`config.mk`:
```
export PLATFORM = sky130hd
export DESIGN_NAME = isq_ctrl
export DESIGN_NICKNAME = d
export VERILOG_FILES = /design/src/rtl/isq_pkg.sv /design/src/rtl/isq_ctrl.sv
export SDC_FILE = /design/constraint.sdc
export NUM_CORES = 1
export LEC_CHECK = 0
export BUFFER_PORTS_ARGS = -buffer_cell sky130_fd_sc_hd__buf_2
export CAP_MARGIN = 20
export CORE_AREA = 3 3 40 42
export CTS_BUF_LIST = sky130_fd_sc_hd__clkbuf_8
export CTS_CLUSTER_DIAMETER = 150
export DETAILED_ROUTE_END_ITERATION = 8
export DIE_AREA = 0 0 43 45
export HOLD_SLACK_MARGIN = 0.02
export PLACE_DENSITY = 0.58
export RECOVER_POWER = 25
export SLEW_MARGIN = 10
export SYNTH_ARGS = -nofsm -noshare
export SYNTH_HDL_FRONTEND = slang
export SYNTH_SLANG_ARGS = --single-unit
```
`constraint.sdc`:
```
create_clock -name clk_i -period 1.7 [get_ports clk_i]
set_input_delay 0.085 -clock clk_i [delete_from_list [all_inputs] [get_ports clk_i]]
set_output_delay 0.085 -clock clk_i [all_outputs]
set_load 0.01 [all_outputs]
```
`src/rtl/isq_pkg.sv`:
```
package isq_pkg;

  localparam int unsigned CAPACITY = 256;
  localparam int unsigned ADDR_W   = $clog2(CAPACITY);
  localparam int unsigned POS_W    = 9;
  localparam int unsigned DATA_W   = 32;
  localparam int unsigned KIND_W   = 3;
  localparam int unsigned STAT_W   = 2;

  typedef enum logic [KIND_W-1:0] {
    KIND_READ = 3'd0,
    KIND_HEAD = 3'd1,
    KIND_TAIL = 3'd2,
    KIND_AT   = 3'd3,
    KIND_DEL  = 3'd4
  } kind_e;

  typedef enum logic [STAT_W-1:0] {
    ST_DONE  = 2'd0,
    ST_RANGE = 2'd1,
    ST_FULL  = 2'd2
  } status_e;

  // controller -> datapath
  typedef struct packed {
    logic capture;      // latch the incoming request
    logic eval;         // latch the status code of the request
    logic rd_pos;       // read the entry at the request position
    logic start_shift;  // load the shift pointer
    logic shift_rd;     // read one entry of the shift, advance the pointer
    logic final_op;     // place the new value / adjust the count
    logic load_result;  // fill the output register
  } cmd_t;

  // datapath -> controller
  typedef struct packed {
    logic op_read;
    logic op_ins;
    logic op_del;
    logic err;          // out of range or full
    logic no_shift;     // nothing to move
    logic shift_last;   // pointer is on the last entry to move
    logic out_free;     // output register can take a result
  } stat_t;

endpackage

```
`src/rtl/isq_ctrl.sv`:
```
module isq_ctrl (
  input  logic            clk_i,
  input  logic            rst_ni,
  input  logic            s_valid_i,
  output logic            s_ready_o,
  input  isq_pkg::stat_t  stat_i,
  output isq_pkg::cmd_t   cmd_o
);
  import isq_pkg::*;

  typedef enum logic [5:0] {
    S_IDLE  = 6'b000001,
    S_EVAL  = 6'b000010,
    S_SHIFT = 6'b000100,
    S_DRAIN = 6'b001000,
    S_FINAL = 6'b010000,
    S_RESP  = 6'b100000
  } state_e;

  state_e state_q, state_d;

  assign s_ready_o = (state_q == S_IDLE);

  always_comb begin
    state_d = state_q;
    cmd_o   = '0;
    unique case (state_q)
      S_IDLE: begin
        if (s_valid_i) begin
          cmd_o.capture = 1'b1;
          state_d       = S_EVAL;
        end
      end
      S_EVAL: begin
        cmd_o.eval = 1'b1;
        if (stat_i.err) begin
          state_d = S_RESP;
        end else if (stat_i.op_read) begin
          cmd_o.rd_pos = 1'b1;
          state_d      = S_RESP;
        end else if (stat_i.op_ins || stat_i.op_del) begin
          if (stat_i.no_shift) begin
            state_d = S_FINAL;
          end else begin
            cmd_o.start_shift = 1'b1;
            state_d           = S_SHIFT;
          end
        end else begin
          state_d = S_RESP;
        end
      end
      S_SHIFT: begin
        cmd_o.shift_rd = 1'b1;
        if (stat_i.shift_last) state_d = S_DRAIN;
      end
      S_DRAIN: begin
        state_d = S_FINAL;
      end
      S_FINAL: begin
        cmd_o.final_op = 1'b1;
        state_d        = S_RESP;
      end
      S_RESP: begin
        if (stat_i.out_free) begin
          cmd_o.load_result = 1'b1;
          state_d           = S_IDLE;
        end
      end
      default: state_d = S_IDLE;
    endcase
  end

  always_ff @(posedge clk_i or negedge rst_ni) begin
    if (!rst_ni) begin
      state_q <= S_IDLE;
    end else begin
      state_q <= state_d;
    end
  end

endmodule

```
# Yosys cells after proc, flatten, opt, wreduce, memory -nomap -nowiden
# Index checks and enable logic that the tools add are counted.
# totals
reg_bits	6
input_bits	10
out_inout_bits	8
elab_cells	32
# classes
muxes	20
eq_ne	9
n_reduce_logical	2
# op_table
cell	count
2-to-1 mux 6 bit	6
one-hot mux 6 bit (6 select lines)	1
2-to-1 mux 1 bit	10
equality test 6 x 1 -> 1 bit (second input constant)	1
equality test 6 x 2 -> 1 bit (second input constant)	1
equality test 6 x 3 -> 1 bit (second input constant)	1
equality test 6 x 4 -> 1 bit (second input constant)	1
equality test 6 x 5 -> 1 bit (second input constant)	1
equality test 6 bit (second input constant)	1
inequality test 2 bit (second input constant)	3
2-to-1 mux 5 bit	1
2-to-1 mux 3 bit	1
AND reduction 3 bit	1
2-to-1 mux 2 bit	1
logical OR 1 bit	1

# Depth between registers and ports, before layout
# Gate-level depths: netlist of the first run.
# depth
ltp_word	5
depth_mapped	5

# Worst setup path after synthesis of the first run
# OpenSTA, ideal clock, no wires.
# synth_timing
path_type	flip-flop to output port
from	register state_q[1]
to	output cmd_o[0] (netlist bit)
path_stages_with_launch	4
path_buffers	1
t_required_ns	1.615
setup_slack_ns	0.289
t_arrival_ns	1.326
path_cell_list	dfrtp_1 > buf_6 > or4_4 > nor3_1
# synth_rtl
item	line_no	rtl
start, declared	isq_ctrl.sv:20	state_e state_q, state_d;
start signal, assigned	isq_ctrl.sv:77	state_q <= state_d;
end, declared	isq_ctrl.sv:7	output isq_pkg::cmd_t cmd_o

==> results of run 1 <==
critical path: cells and delay by family (launching register included):
kind	cells	cell delay [ns]
flip-flops	1	0.43
buffers and inverters	1	0.16
AND/OR/NAND/NOR	3	0.72
through the flow:
| stage | TNS, ns | power [W] | utilization, % |
|---|---|---|---|
| floorplan | 0 | 0.000401 | - |
| global placement | 0 | 0.000475 | 40.9 |
| detailed placement | 0 | 0.000477 | 40.9 |
| CTS | 0 | 0.000715 | 45.9 |
| global route | -0.0147 | 0.000765 | 46.7 |
| finish | 0 | 0.000717 | 46.7 |
area by class of cell:
type | instances | area [µm²]
Inverter | 3 | 11.3
Sequential cell | 6 | 151
Multi-Input combinational cell | 34 | 258
Tap cell | 15 | 18.8
Clock inverter | 1 | 3.75
Fill cell | 132 | 684
Clock buffer | 3 | 41.3
Timing Repair Buffer | 21 | 116
synth_stat cells (2+ instances only):
cell type	count
nor2_1	5
and4b_1	2
inv_1	3
dfrtp_1	5
o21ai_0	2
nand2b_1	4
nor3_1	4
worst min-delay path by stage:
stage | to | cells past startpoint | startpoint
2_1_floorplan | state_q[1] | 0 | rst_ni
3_3_place_gp | state_q[4] | 1 | rst_ni
3_5_place_dp | state_q[4] | 1 | rst_ni
4_1_cts | state_q[2] | 2 | stat_i[1]
5_1_grt | state_q[2] | 2 | stat_i[1]
6_report | state_q[2] | 2 | stat_i[1]
kinds of logic after synthesis:
kind of cell           count (synthesis)  share of synthesized area (%)
AND/OR/NAND/NOR                       26                           43.1
AO/OA/AOI/OAI                          7                           13.2
buffers and inverters                  4                           5.39
flip-flops                             6                           36.2
XOR/XNOR                               1                           2.10
metal layers:
layer	global-route usage, %	routed length [µm]	vias to the layer above
met2	18.0	571	17
met5	0	0	-
met3	2.79	64	4
met1	12.7	433	207
met4	10.8	31	0
li1	-	-	212
power groups by stage:
stage | Combinational, W | Clock [W] | Sequential (W)
final | 0.000285 | 0.000223 | 0.000209
after global placement | 0.000268 | 0 | 0.000208
after global routing | 0.000308 | 0.000242 | 0.000214
after CTS | 0.000275 | 0.000229 | 0.000210
after detailed placement | 0.000267 | 0 | 0.000210
after floorplan | 0.000201 | 0 | 0.000201
what timing repair did:
action,in CTS,in global routing
gates resized for setup,1,1
endpoints found under the hold margin,6,0
hold buffers,1,0
cloned,0,0
pin swaps,0,1
setup buffers,0,1
endpoints found under the setup margin,2,2
==> impl_metrics.py, run 1 <==
metrics = {
    "global_routing": {
        "grt_max_degree": 10,
        "antenna_found_initial": 0,
        "grt_first_pass_wirelength_mm": 1.55,
        "grt_overflow": 0,
        "grt_use_total_pct": 11.5,
        "first_global_vias": 374,
    },
    "logic_synthesis": {
        "ys_types": 26,
        "synthTopCellsByArea": "dfrtp_1, dfstp_2, nand2b_1",
        "async_flop_share_pct": 100,
        "ys_warn_count": 0,
        "seq_area_frac_synth_pct": 36.2,
        "avgSynthCellArea_um2": 9.50,
        "yosys_most_used_dff": "dfrtp_1",
        "synth_edf_count": 0,
        "syn-cell-area_um2": 418,
        "synth_fp_nets": 54,
        "synth_area_leader_cell": "dfrtp_1",
        "ys_ff_latch": 6,
        "synth_top_area_share_pct": 29.9,
        "syn_inst": 44,
    },
    "finish": {
        "final_nets": 79,
        "n_antenna_cell": 0,
        "final_cell_mix": "buf_2, nor2_1, dfrtp_1",
        "regMostFlops": "state_q",
        "drive_gt1_share_pct": 42.6,
        "area_growth_pct": 43.7,
        "largest_reg_flops": 6,
        "design_area_um2": 601,
        "reg_top3": "state_q: 6 flops",
        "stdcell_count": 83,
        "layout_commonest_cell": "buf_2",
    },
    "drt": {
        "routed_via_density": 5.30,
        "first_iter_violations": 7,
        "drc": 0,
        "wl_mm": 1.10,
        "dr_total_vias": 440,
        "drtPass1Iterations": 4,
        "ant_nets": 0,
        "wl_per_cell_um": 13.3,
    },
    "floorplanning": {
        "start_util_pct": 32.5,
        "die_area_mm2": 0.00194,
        "die_h_um": 45,
        "pin_count": 18,
        "coreArea_mm2": 0.00128,
        "fp.dieW_um": 43,
        "rows": 13,
    },
    "power": {
        "p_sw_w": 0.000237,
        "power.leakage_nw": 0.318,
        "powerDensity_mw_per_mm2": 1190,
        "combPwrFrac_pct": 39.7,
        "seq_power_share_pct": 29.2,
        "pwr-share-clk_pct": 31.1,
        "p_int_w": 0.000480,
        "peakVddDrop_mv": 0.556,
        "swShare_pct": 33.0,
    },
    "setup_path": {
        "r2r_slack_ns": 0.39,
        "crit_end": "cmd_o[4]",
        "r2r_start": "state_q[5]",
        "cp_max_fo": 5,
        "critical_path_class": "flop to output pin",
        "cp-start-kind": "flop",
        "crit_arrival_ns": 1.54,
        "critPathMaxStageDelay_ns": 0.43,
        "path_cells": "nor4_4 > nand3b_2 > nor3b_2 > buf_2",
        "reg2reg_depth": 3,
        "cp-startpoint": "state_q[5]",
        "required_ns": 1.62,
        "crit_slowest_cell": "dfrtp_1",
        "worstSetupEndpointType": "output pin",
        "r2r_end": "state_q[2]",
    },
    "clock_network": {
        "clkLatencyLatePin_ns": 0.23,
        "htree_levels": 1,
        "cts_made_buffers": 3,
        "clk_pin_slew_ns": 0.04,
        "cts_num_sinks": 6,
        "ctsRootBufferMaster": "clkbuf_8",
        "cts_tree": "done",
        "cts_buffer_depth": 2,
    },
    "sta": {
        "hold_viol": 0,
        "tightest_slew_ns": 0.358,
        "slew_violations": 0,
        "relSlewSlack_pct": 76.2,
        "fmaxAchievable_mhz": 616,
        "setup_violations": 0,
        "skew_ns": 0.00909,
        "fin_crit_sh_pct": 95.5,
        "layout_setup_ws_ns": 0.0766,
        "period_needed_ns": 1.62,
        "hold_ws_ns": 0.0511,
    },
    "placed_design": {
        "dp.cells": 77,
        "hpwl_um": 815,
        "placed_area_um2": 526,
        "gp_congestion": 0.742,
        "dp_slack_ns": 0.232,
        "port-buffer-count": 17,
    },
    "outcome": {
        "outcome": "complete, no violations",
    },
    "flow_run": {
        "drv_cap": 0,
    },
    "hold_path": {
        "hp-class": "primary input to flop",
    },
}
Note: power is estimated with default switching activity, not from simulation.
==> inputs of run 2 (changes only) <==
Settings changed: CTS_CLUSTER_SIZE set to 24, PLACE_DENSITY 0.58 to 0.6, TNS_END_PERCENT set to 10.
Clock period 1.7 ns to 1.3 ns, I/O delays scaled along.
==> run 2 against run 1 <==
  * Critical path depth unchanged
  * Flip-flop and latch count unchanged
  * Highest routed layer unchanged
  * Register-to-register slack got worse by 0.37 ns
  * Wire length decreased by 8.0%
  * Clock power increased by 27%
  * Critical path type unchanged
  * Combinational power increased by 60%
  * Setup slack got worse by 0.35 ns
  * Worst hold slack got worse by 0.015 ns
  * Die area unchanged
  * Sequential power increased by 27%
  * Cell area increased by 13%
  * The flow now finishes with violations (setup timing)
  * Non-clock buffer count increased by 5
==> impl_metrics.py, run 2 (synthesis gave the netlist of run 1 again) <==
metrics = {
    "outcome": {
        "outcome": "finished with violations",
        "violations": "setup timing",
    },
    "power": {
        "power.leakage_nw": 0.342,
        "p_sw_w": 0.000330,
        "seq_power_share_pct": 26.4,
        "p_int_w": 0.000676,
        "pwr-share-clk_pct": 28.2,
        "powerDensity_mw_per_mm2": 1490,
        "peakVddDrop_mv": 0.850,
        "swShare_pct": 32.8,
        "combPwrFrac_pct": 45.4,
    },
    "sta": {
        "skew_ns": 0.000417,
        "relSlewSlack_pct": 75.2,
        "grt_setup_unrepaired": "true",
        "fin_crit_sh_pct": 121,
        "slew_violations": 0,
        "hold_ws_ns": 0.0366,
        "fmaxAchievable_mhz": 634,
        "period_needed_ns": 1.58,
        "setup_violations": 7,
        "hold_viol": 0,
        "layout_setup_ws_ns": -0.277,
        "tightest_slew_ns": 0.368,
    },
    "setup_path": {
        "r2r_start": "state_q[5]",
        "cp-startpoint": "state_q[5]",
        "crit_arrival_ns": 1.51,
        "cp_max_fo": 3,
        "required_ns": 1.24,
        "critical_path_class": "flop to output pin",
        "cp-start-kind": "flop",
        "worstSetupEndpointType": "output pin",
    },
    "global_routing": {
        "grt_overflow": 0,
        "grt_first_pass_wirelength_mm": 1.65,
        "grt_use_total_pct": 12.2,
        "first_global_vias": 390,
        "antenna_found_initial": 0,
        "grt_max_degree": 10,
    },
    "flow_run": {
        "drv_cap": 0,
    },
    "drt": {
        "wl_per_cell_um": 11.5,
        "drtPass1Iterations": 3,
        "wl_mm": 1.01,
        "ant_nets": 0,
        "first_iter_violations": 6,
        "routed_via_density": 4.92,
        "dr_total_vias": 433,
        "drc": 0,
    },
    "finish": {
        "largest_reg_flops": 6,
        "area_growth_pct": 61.7,
        "regMostFlops": "state_q",
        "n_antenna_cell": 0,
        "reg_top3": "state_q: 6 flops",
        "final_nets": 84,
        "drive_gt1_share_pct": 54.8,
        "layout_commonest_cell": "buf_2",
        "fillers": 118,
        "register_area_um2": 154,
        "final_cell_mix": "buf_2, buf_4, nand2b_1, nor2_1",
        "stdcell_count": 88,
        "multi_input_area_um2": 279,
    },
    "placed_design": {
        "port-buffer-count": 17,
        "hpwl_um": 786,
        "gp_congestion": 0.794,
        "dp.cells": 83,
        "dp_slack_ns": -0.00809,
    },
    "floorplanning": {
        "die_area_mm2": 0.00194,
        "coreArea_mm2": 0.00128,
        "rows": 13,
        "start_util_pct": 32.5,
        "fp.dieW_um": 43,
        "pin_count": 18,
        "die_h_um": 45,
    },
    "clock_network": {
        "cts_buffer_depth": 2,
        "clkLatencyLatePin_ns": 0.22,
        "clk_pin_slew_ns": 0.04,
        "post_cts_buffers": 0,
        "cts_tree": "done",
        "ctsRootBufferMaster": "clkbuf_8",
        "htree_levels": 1,
        "cts_num_sinks": 6,
        "cts_made_buffers": 3,
    },
    "hold_path": {
        "hp-start": "stat_i[1]",
        "hp-class": "primary input to flop",
    },
}
run 2: changes by cell type in the layout (fill, tap and decap cells not counted), sizes merged:
cell,change
buf,+5
run 2: what timing repair did:
| action | in CTS | in global routing |
|---|---|---|
| hold buffers | 1 | 0 |
| endpoints found under the hold margin | 6 | 0 |
| resized for setup | 7 | 3 |
| pin swaps | 2 | 1 |
| setup endpoints to repair | 9 | 11 |
| gates cloned | 0 | 0 |
run 2: per-layer routing:
layer	wire length (µm)	vias to the layer above	global-route usage [%]
met5	0	-	0
met4	24	0	9.04
met3	51	2	3.59
met2	508	11	20.7
met1	428	197	12.8
li1	-	223	-
run 2: path summary, 6_finish.rpt:
path	cells after the start	slack, ns	end
max in group asynchronous	2	0.78	state_q[0]
hold / removal	2	0.04	state_q[2]
setup reg to reg	4	0.02	state_q[0]
min in group asynchronous	2	0.24	state_q[4]
hold reg to reg	2	0.64	state_q[4]
setup / recovery	4	-0.28	cmd_o[6]
run 2: per-stage QoR:
step | total power (W) | cell area (µm²) | util [%] | setup TNS, ns
2_1_floorplan | 0.000531 | 428 | - | -0.0404
3_3_place_gp | 0.000676 | 581 | 45.2 | -0.0379
3_5_place_dp | 0.000678 | 581 | 45.2 | -0.0134
4_1_cts | 0.000999 | 662 | 51.5 | -1.34
5_1_grt | 0.00108 | 676 | 52.6 | -2.01
6_report | 0.00101 | 676 | 52.6 | -1.33
run 2: power by group through the flow:
stage	clock network, W	registers, W	logic [W]
5_1_grt	0.000309	0.000275	0.000497
2_1_floorplan	0	0.000263	0.000268
3_3_place_gp	0	0.000261	0.000415
4_1_cts	0.000294	0.000266	0.000440
3_5_place_dp	0	0.000263	0.000415
6_report	0.000283	0.000266	0.000457
run 2: cell type report:
type | count | share of cell area [%]
timing repair buffer | 26 | 24.8
multi-input combinational | 34 | 41.3
clock buffer | 3 | 6.11
inverter | 3 | 1.67
tap | 15 | 2.78
sequential | 6 | 22.8
clock inverter | 1 | 0.556
run 2: critical path: stages, from the launching register on:
cell     delay, ns
dfrtp_1       0.40
nor4_4        0.36
buf_4         0.17
and4b_1       0.21
buf_2         0.15
==> inputs of run 3 (changes only) <==
--- a/config.mk
+++ b/config.mk
@@ -6,5 +6,5 @@
 export NUM_CORES = 1
 export LEC_CHECK = 0
-export BUFFER_PORTS_ARGS = -buffer_cell sky130_fd_sc_hd__buf_2
+export BUFFER_PORTS_ARGS = -buffer_cell sky130_fd_sc_hd__clkbuf_2
 export CAP_MARGIN = 20
 export CORE_AREA = 3 3 40 42
==> constraint.sdc (replaced) <==
create_clock -name clk_i -period 1.3 [get_ports clk_i]
set_input_delay 0.195 -clock clk_i [delete_from_list [all_inputs] [get_ports clk_i]]
set_output_delay 0.195 -clock clk_i [all_outputs]
set_load 0.01 [all_outputs]
==> run 3 against run 2 <==
  * The run still ends with setup timing left
  * Via count is 3.7% higher
  * Flip-flop and latch count stayed put
  * Clock power is 5% higher
  * Combinational power is 15% higher
  * Register-to-register slack worse by 0.15 ns
  * Wire length is 18% higher
  * Sequential share of layout area is 1.1 points lower
  * Clock skew is 0.0029 ns higher
  * Worst hold slack better by 0.14 ns
  * First-iteration DRC count is 17% higher
==> impl_metrics.py, run 3 (synthesis gave the netlist of run 1 again) <==
metrics = {
    "placed_design": {
        "gp_congestion": 0.738,
        "hpwl_um": 949,
        "dp_slack_ns": -0.141,
        "port-buffer-count": 17,
        "placed_area_um2": 607,
    },
    "global_routing": {
        "first_global_vias": 423,
        "use_met2_pct": 20.4,
        "grt_max_degree": 10,
        "grt_use_total_pct": 14.2,
        "grt_overflow": 0,
        "gr-usage-met1_pct": 16.0,
        "met3_usage_pct": 3.59,
        "antenna_found_initial": 0,
        "busiest_layer": "met2",
        "grt_first_pass_wirelength_mm": 1.81,
    },
    "sta": {
        "hold_ws_ns": 0.173,
        "slew_violations": 0,
        "fin_crit_sh_pct": 130,
        "period_needed_ns": 1.68,
        "skew_ns": 0.00331,
        "setup_violations": 11,
        "relSlewSlack_pct": 77.1,
        "fmaxAchievable_mhz": 594,
        "tightest_slew_ns": 0.339,
        "hold_viol": 0,
        "grt_setup_unrepaired": "true",
        "layout_setup_ws_ns": -0.384,
    },
    "power": {
        "powerDensity_mw_per_mm2": 1540,
        "peakVddDrop_mv": 0.768,
        "power.leakage_nw": 0.361,
    },
    "setup_path": {
        "cp_max_fo": 3,
        "path_cells": "or4_4 > nor3_4 > clkbuf_2",
        "reg2reg_depth": 4,
        "crit_slowest_cell": "or4_4",
        "path_buf_inv": 1,
        "cp-start-kind": "flop",
        "r2r_end": "state_q[0]",
        "critical_path_class": "flop to output pin",
        "worstSetupEndpointType": "output pin",
        "required_ns": 1.11,
        "crit_arrival_ns": 1.49,
        "cp-startpoint": "state_q[2]",
        "path_delay_family": "simple AND/OR/NAND/NOR gates",
        "crit_end": "cmd_o[0]",
        "critPathMaxStageDelay_ns": 0.53,
        "worstSetupPathDepth": 3,
        "r2r_slack_ns": -0.13,
        "r2r_start": "state_q[2]",
    },
    "finish": {
        "n_antenna_cell": 0,
        "largest_reg_flops": 6,
        "area_growth_pct": 68.3,
        "final_cell_mix": "clkbuf_2, buf_4, nand2b_1, buf_6, dfrtp_1",
        "regMostFlops": "state_q",
        "reg_top3": "state_q: 6 flops",
        "layout_commonest_cell": "clkbuf_2",
        "final_nets": 86,
        "final_core_utilization_pct": 54.7,
        "drive_gt1_share_pct": 57.3,
        "design_area_um2": 703,
    },
    "flow_run": {
        "drv_cap": 0,
    },
    "clock_network": {
        "htree_levels": 1,
        "cts_tree": "done",
        "ctsRootBufferMaster": "clkbuf_8",
        "cts_made_buffers": 3,
        "clkLatencyLatePin_ns": 0.23,
        "clk_pin_slew_ns": 0.04,
        "cts_buffer_depth": 2,
        "cts_num_sinks": 6,
    },
    "floorplanning": {
        "coreArea_mm2": 0.00128,
        "rows": 13,
        "pin_count": 18,
        "die_area_mm2": 0.00194,
        "fp.dieW_um": 43,
        "start_util_pct": 32.5,
        "die_h_um": 45,
    },
    "drt": {
        "routed_via_density": 4.99,
        "wl_per_cell_um": 13.3,
        "drc": 0,
        "drtPass1Iterations": 3,
        "dr_total_vias": 449,
        "first_iter_violations": 7,
        "wl_mm": 1.20,
        "ant_nets": 0,
    },
    "outcome": {
        "outcome": "finished with violations",
        "violations": "setup timing",
    },
    "hold_path": {
        "hp-class": "primary input to flop",
    },
}
==> run 3: worst min path at each step <==
stage,start,to,slack (ns),cells past startpoint
2_1_floorplan,rst_ni,state_q[1],-0.10,0
5_1_grt,stat_i[1],state_q[2],0.18,2
3_3_place_gp,rst_ni,state_q[4],0.03,1
4_1_cts,stat_i[1],state_q[2],0.17,2
6_report,stat_i[1],state_q[2],0.17,2
3_5_place_dp,rst_ni,state_q[2],0.03,1
==> run 3: per-layer routing <==
layer,vias to the layer above,part of all wire (%)
li1,225,-
met4,0,2.8
met3,2,4.7
met2,13,51
met1,209,42
met5,-,0
==> run 3: final cells by class <==
cell class	instances	area, µm²
Multi-Input combinational cell	34	289
Sequential cell	6	153
Timing Repair Buffer	28	186
Inverter	3	11.3
Clock buffer	3	41.3
Tap cell	15	18.8
Fill cell	126	582
Clock inverter	1	3.75
==> run 3: stage by stage <==
stage | instances | power (W) | setup TNS, ns
after floorplan | 44 | 0.000542 | -0.439
after global placement | 85 | 0.000717 | -0.641
after detailed placement | 85 | 0.000732 | -0.845
after CTS | 90 | 0.00107 | -2.74
after global routing | 90 | 0.00115 | -3.14
final | 90 | 0.00108 | -2.54
==> run 3: power breakdown <==
group	switching [W]	leakage (nW)	internal (W)
sequential	0.0000273	0.0774	0.000232
combinational	0.000249	0.257	0.000276
clock	0.0000928	0.0269	0.000204
total	0.000369	0.361	0.000711
==> run 3: what timing repair did <==
action | 4_1_cts | 5_1_grt
endpoints found under the hold margin | 6 | 0
setup endpoints to repair | 12 | 12
pin swaps | 2 | 1
setup buffers | 0 | 0
hold buffers | 1 | 0
gates resized for setup | 6 | 8
cloned | 0 | 0
